File: config.mk
export PLATFORM = sky130hd
export DESIGN_NAME = cbd_pos_tracker
export DESIGN_NICKNAME = d
export VERILOG_FILES = /design/src/design/cbd_pkg.sv /design/src/design/cbd_pos_tracker.sv
export VERILOG_INCLUDE_DIRS = /design/src /design/src/design
export SDC_FILE = /design/constraint.sdc
export NUM_CORES = 1
export LEC_CHECK = 0
export ABC_AREA = 0
export BUFFER_PORTS_ARGS = -buffer_cell sky130_fd_sc_hd__buf_4
export CORE_ASPECT_RATIO = 0.5
export CORE_MARGIN = 2
export CORE_UTILIZATION = 60
export CTS_CLUSTER_SIZE = 16
export DETAILED_ROUTE_END_ITERATION = 10
export GPL_TIMING_DRIVEN = 0
export PLACE_DENSITY = 0.91
export SKIP_CTS_REPAIR_TIMING = 1
export SYNTH_ARGS = -nofsm -noshare
export SYNTH_HDL_FRONTEND = slang
export SYNTH_SLANG_ARGS = --single-unit
File: constraint.sdc
create_clock -name aclk -period 4.1 [get_ports aclk]
set_input_delay 0.205 -clock aclk [delete_from_list [all_inputs] [get_ports aclk]]
set_output_delay 0.205 -clock aclk [all_outputs]
set_load 0.01 [all_outputs]
File: src/design/cubemap_box_downsample_assert.svh
// assertion macros shared by the cubemap downsampler rtl
// no dependencies; included by the modules that carry assertions
`ifndef CUBEMAP_BOX_DOWNSAMPLE_ASSERT_SVH
`define CUBEMAP_BOX_DOWNSAMPLE_ASSERT_SVH

// same-cycle implication, checked out of reset
`define CBD_ASSERT_IMP(lbl, clk, rstn, ante, cons, msg) \
    lbl: assert property (@(posedge clk) disable iff (!(rstn)) (ante) |-> (cons)) \
        else $error(msg);

// next-cycle implication, checked out of reset
`define CBD_ASSERT_NXT(lbl, clk, rstn, ante, cons, msg) \
    lbl: assert property (@(posedge clk) disable iff (!(rstn)) (ante) |=> (cons)) \
        else $error(msg);

`endif

File: src/design/cbd_pkg.sv
// shared types, constants and helpers of the cubemap 2x2 box downsampler
// no dependencies; imported by every module of the block
package cbd_pkg;

    localparam int unsigned CH_W              = 8;
    localparam int unsigned SUM_W             = 9;
    localparam int unsigned FACE_W            = 3;
    localparam int unsigned FACE_COUNT        = 6;
    localparam int unsigned CFG_W             = 10;
    localparam int unsigned CFG_WIDTH_RESET   = 512;
    localparam int unsigned MAX_WIDTH_DEFAULT = 512;
    localparam int unsigned PIX_W             = 4 * CH_W;
    localparam int unsigned USER_W            = 2;
    localparam logic [CH_W-1:0] ALPHA_FULL    = 8'hFF;

    // channel sums of a column pair, red in the lowest bits
    typedef struct packed {
        logic [SUM_W-1:0] blue;
        logic [SUM_W-1:0] green;
        logic [SUM_W-1:0] red;
    } sum3_t;

    // where the current beat sits in the face
    typedef struct packed {
        logic col_odd;
        logic row_odd;
        logic last_in_face;
        logic last_face;
    } pos_flags_t;

    function automatic sum3_t pack3(input logic [CH_W-1:0] r,
                                    input logic [CH_W-1:0] g,
                                    input logic [CH_W-1:0] b);
        sum3_t s;
        s.red   = SUM_W'(r);
        s.green = SUM_W'(g);
        s.blue  = SUM_W'(b);
        return s;
    endfunction

    // (a + b) >> 2 of two nine-bit partial sums
    function automatic logic [CH_W-1:0] avg4(input logic [SUM_W-1:0] a,
                                             input logic [SUM_W-1:0] b);
        logic [SUM_W:0] total;
        total = {1'b0, a} + {1'b0, b};
        return total[SUM_W:2];
    endfunction

endpackage

File: src/design/cbd_pos_tracker.sv
// column, row and face counters of the source stream, with line store slot
// depends on cbd_pkg and cubemap_box_downsample_assert.svh
`include "cubemap_box_downsample_assert.svh"
module cbd_pos_tracker #(
    parameter int unsigned MAX_WIDTH = cbd_pkg::MAX_WIDTH_DEFAULT
) (
    input  logic                                    aclk,
    input  logic                                    aresetn,
    input  logic                                    restart,
    input  logic                                    advance,
    input  logic [$clog2(MAX_WIDTH+1)-1:0]          width,
    output logic [((MAX_WIDTH > 2) ? $clog2(MAX_WIDTH/2) : 1)-1:0] slot,
    output cbd_pkg::pos_flags_t                     flags
);
    import cbd_pkg::*;

    localparam int unsigned EW     = $clog2(MAX_WIDTH + 1);
    localparam int unsigned POS_W  = $clog2(MAX_WIDTH);
    localparam int unsigned SLOT_W = (MAX_WIDTH > 2) ? $clog2(MAX_WIDTH / 2) : 1;

    logic [POS_W-1:0]  col_reg, col_next;
    logic [POS_W-1:0]  row_reg, row_next;
    logic [FACE_W-1:0] face_reg, face_next;
    logic [EW-1:0]     col_inc, row_inc;
    logic              col_wrap, row_wrap;

    assign col_inc  = EW'(col_reg) + EW'(1);
    assign row_inc  = EW'(row_reg) + EW'(1);
    assign col_wrap = (col_inc >= width);
    assign row_wrap = (row_inc >= width);

    assign slot               = SLOT_W'(col_reg >> 1);
    assign flags.col_odd      = col_reg[0];
    assign flags.row_odd      = row_reg[0];
    assign flags.last_in_face = col_wrap && row_wrap;
    assign flags.last_face    = (face_reg == FACE_W'(FACE_COUNT - 1));

    always_comb begin
        col_next  = col_reg;
        row_next  = row_reg;
        face_next = face_reg;
        if (restart) begin
            col_next  = '0;
            row_next  = '0;
            face_next = '0;
        end else if (advance) begin
            if (col_wrap) begin
                col_next = '0;
                if (row_wrap) begin
                    row_next  = '0;
                    face_next = flags.last_face ? '0 : face_reg + FACE_W'(1);
                end else begin
                    row_next = POS_W'(row_inc);
                end
            end else begin
                col_next = POS_W'(col_inc);
            end
        end
    end

    always_ff @(posedge aclk) begin
        if (!aresetn) begin
            col_reg  <= '0;
            row_reg  <= '0;
            face_reg <= '0;
        end else begin
            col_reg  <= col_next;
            row_reg  <= row_next;
            face_reg <= face_next;
        end
    end

    `CBD_ASSERT_NXT(a_face_wraps_to_origin, aclk, aresetn,
        advance && !restart && flags.last_in_face, (col_reg == '0) && (row_reg == '0),
        "position not at origin after last pixel of face")
    `CBD_ASSERT_IMP(a_face_in_range, aclk, aresetn,
        1'b1, face_reg < FACE_W'(FACE_COUNT), "face counter out of range")

endmodule

==> metrics.txt <==
Leak=0.834 nW; layout cell share with drive strength beyond 1=0.194; Post-Syn Area=0.00161 mm2; setup ws final=0.586 ns; CTS tree=yes; Post-Synthesis Cells=193; Num Clock Sinks=21; Die Ht=40.6 um; register area=420 um2; r2r endpoint=row_reg[2]; R2R cell count=13; syn_nets=229; # diodes=0; Critical Path RT=3.89 ns; Avg Inst Size Synth=8.33 um2; most common cell in the netlist=ha_1; Bufs on Longest Clock Path=2; final wirelength=3570 um; core area=0.00257 mm2; Pwr Density=203 mW/mm2; asr flop ratio synth=0; FP Rows=13; nets=259; clk slew on worst S/H paths=0.08 ns; number of flops mapped to enable cells by yosys=0; Fin Clk Skew=0.00152 ns; RSZ-0062 raised after global routing=no; clk root buf=clkbuf_8; Slew @ Worst Pin=0.577 ns; crit start category=flip-flop; fin util=0.735; H-tree depth=1; f_max=0.285 GHz; CP endpoint kind=output pin; area leader, netlist=dfxtp_1; number of global-route vias before repair=1213; Hold Vio Cnt, Final=0; TNS Setup=0 ns; DP Worst Slack=0.921 ns; routed via count=1528; register area share after synthesis=0.261; initial drt markers=75; routability cong.=0.828; Area contributors post-synth=dfxtp_1, ha_1, a21oi_1; Initial Utilization=0.626; clock latency on the worst-skew pair=0.26 ns; status=complete, no violations; Ys Warns=0; DRT antenna net count=0; final slew viol count=0; Detailed Routing Iterations Pass 1=4; I/O Buffers=25; fill count=203; CP startpoint=row_reg[0]; Max-Cap Viols=0; Yosys top cell area share=0.261; TritonCTS buffer count=3; CP Max Fanout=10; total grt overflow=0; Synth cell types=44; fin crit period=3.51 ns; Final HPWL DP=2770 um; crit path kind=flip-flop to output pin; largest net degree at the start of global routing=13; first-pass GRT wire length=5500 um; wire per inst=13.8 um; r2r startpoint=row_reg[0]; Synth top cells by count=ha_1, dfxtp_1, nand2_1; multi-input logic area=0.00111 mm2; chip width=77.2 um; initial antenna violation count=0; IO Pins=26; ys flop type=dfxtp_1; Worst R2R Setup Slack=0.93 ns; Max VDD drop=147 uV; synth-to-layout area growth=17.4%; class of the worst hold path=input port to flip-flop; die area=0.00313 mm2; fin crit share=0.857; Setup Viol. Count Final=0; register bit total from synthesis=21; crit path DAT=3.31 ns; Rel. slew slack=0.615; global-route usage over all layers=0.233; crit path to=flags[1]; DRC Markers=0; Via density=5.90
-- metal layers --
metal | track usage | routed length (um) | vias up
li1 | - | - | 755
met1 | 0.281 | 1550 | 689
met2 | 0.417 | 1690 | 74
met3 | 0.0653 | 268 | 10
met4 | 0.0848 | 70 | 0
met5 | 0 | 0 | -
-- worst min-delay path by stage --
stage,startpoint,to,cells after the start
detailed placement,row_reg[1],row_reg[1],2
global placement,row_reg[8],row_reg[8],2
finish,advance,col_reg[7],4
CTS,advance,col_reg[7],4
floorplan,advance,col_reg[7],3
global route,advance,col_reg[7],4
-- cell type report --
cell class,instances,area share
multi-input combinational,154,0.589
sequential,21,0.223
timing repair buffer,25,0.0994
inverter,12,0.0245
tap,37,0.0245
clock buffer,3,0.0219
buffer,6,0.0152
clock inverter,1,0.00265
-- critical path, stage by stage (launching register included) --
cell,delay [ns]
dfxtp_1,0.45
ha_1,0.28
nand3_2,0.13
or2_1,0.31
nor2_1,0.15
xor2_1,0.21
ha_1,0.28
nand4_1,0.12
a211oi_1,0.08
a2111o_1,0.35
nor2_2,0.20
buf_2,0.27
nor2_1,0.08
buf_4,0.14
-- power by group --
part           internal, mW  total (mW)  leakage, nW  switching (mW)
Clock                0.0678       0.136       0.0255          0.0678
Sequential            0.204       0.205        0.169        0.000942
Combinational        0.0188      0.0415        0.639          0.0227
-- through the flow --
stage	hold slack, ns	std cells	power (mW)	cell area [um2]
after floorplan	0.408	193	0.233	1610
after global placement	0.467	255	0.249	1840
after detailed placement	0.478	255	0.251	1840
after CTS	0.301	259	0.384	1890
after global routing	0.311	259	0.399	1890
final	0.306	259	0.382	1890
-- logic make-up (layout without fill, tap and decap cells) --
family,Yosys count,count (layout),synth area share
adders and majority gates,22,22,0.171
muxes,3,3,0.0187
AOI/OAI and AO/OA,42,42,0.181
buffers and inverters,18,47,0.0467
and+or+nand+nor,73,73,0.245
xor gates and xnor gates,14,14,0.0763
DFF,21,21,0.261
-- cell usage in the layout (no fill, tap or decap), types with 4 or more instances in the layout --
master	count
xor2_1	6
nor2_1	16
nand2_1	20
xnor2_1	8
inv_1	10
nand3_1	7
a22oi_1	7
ha_1	22
buf_4	26
a21oi_1	16
dfxtp_1	21
or3_1	7
o22ai_1	4
nand3b_1	4
Note: power is estimated with default switching activity, not from simulation.
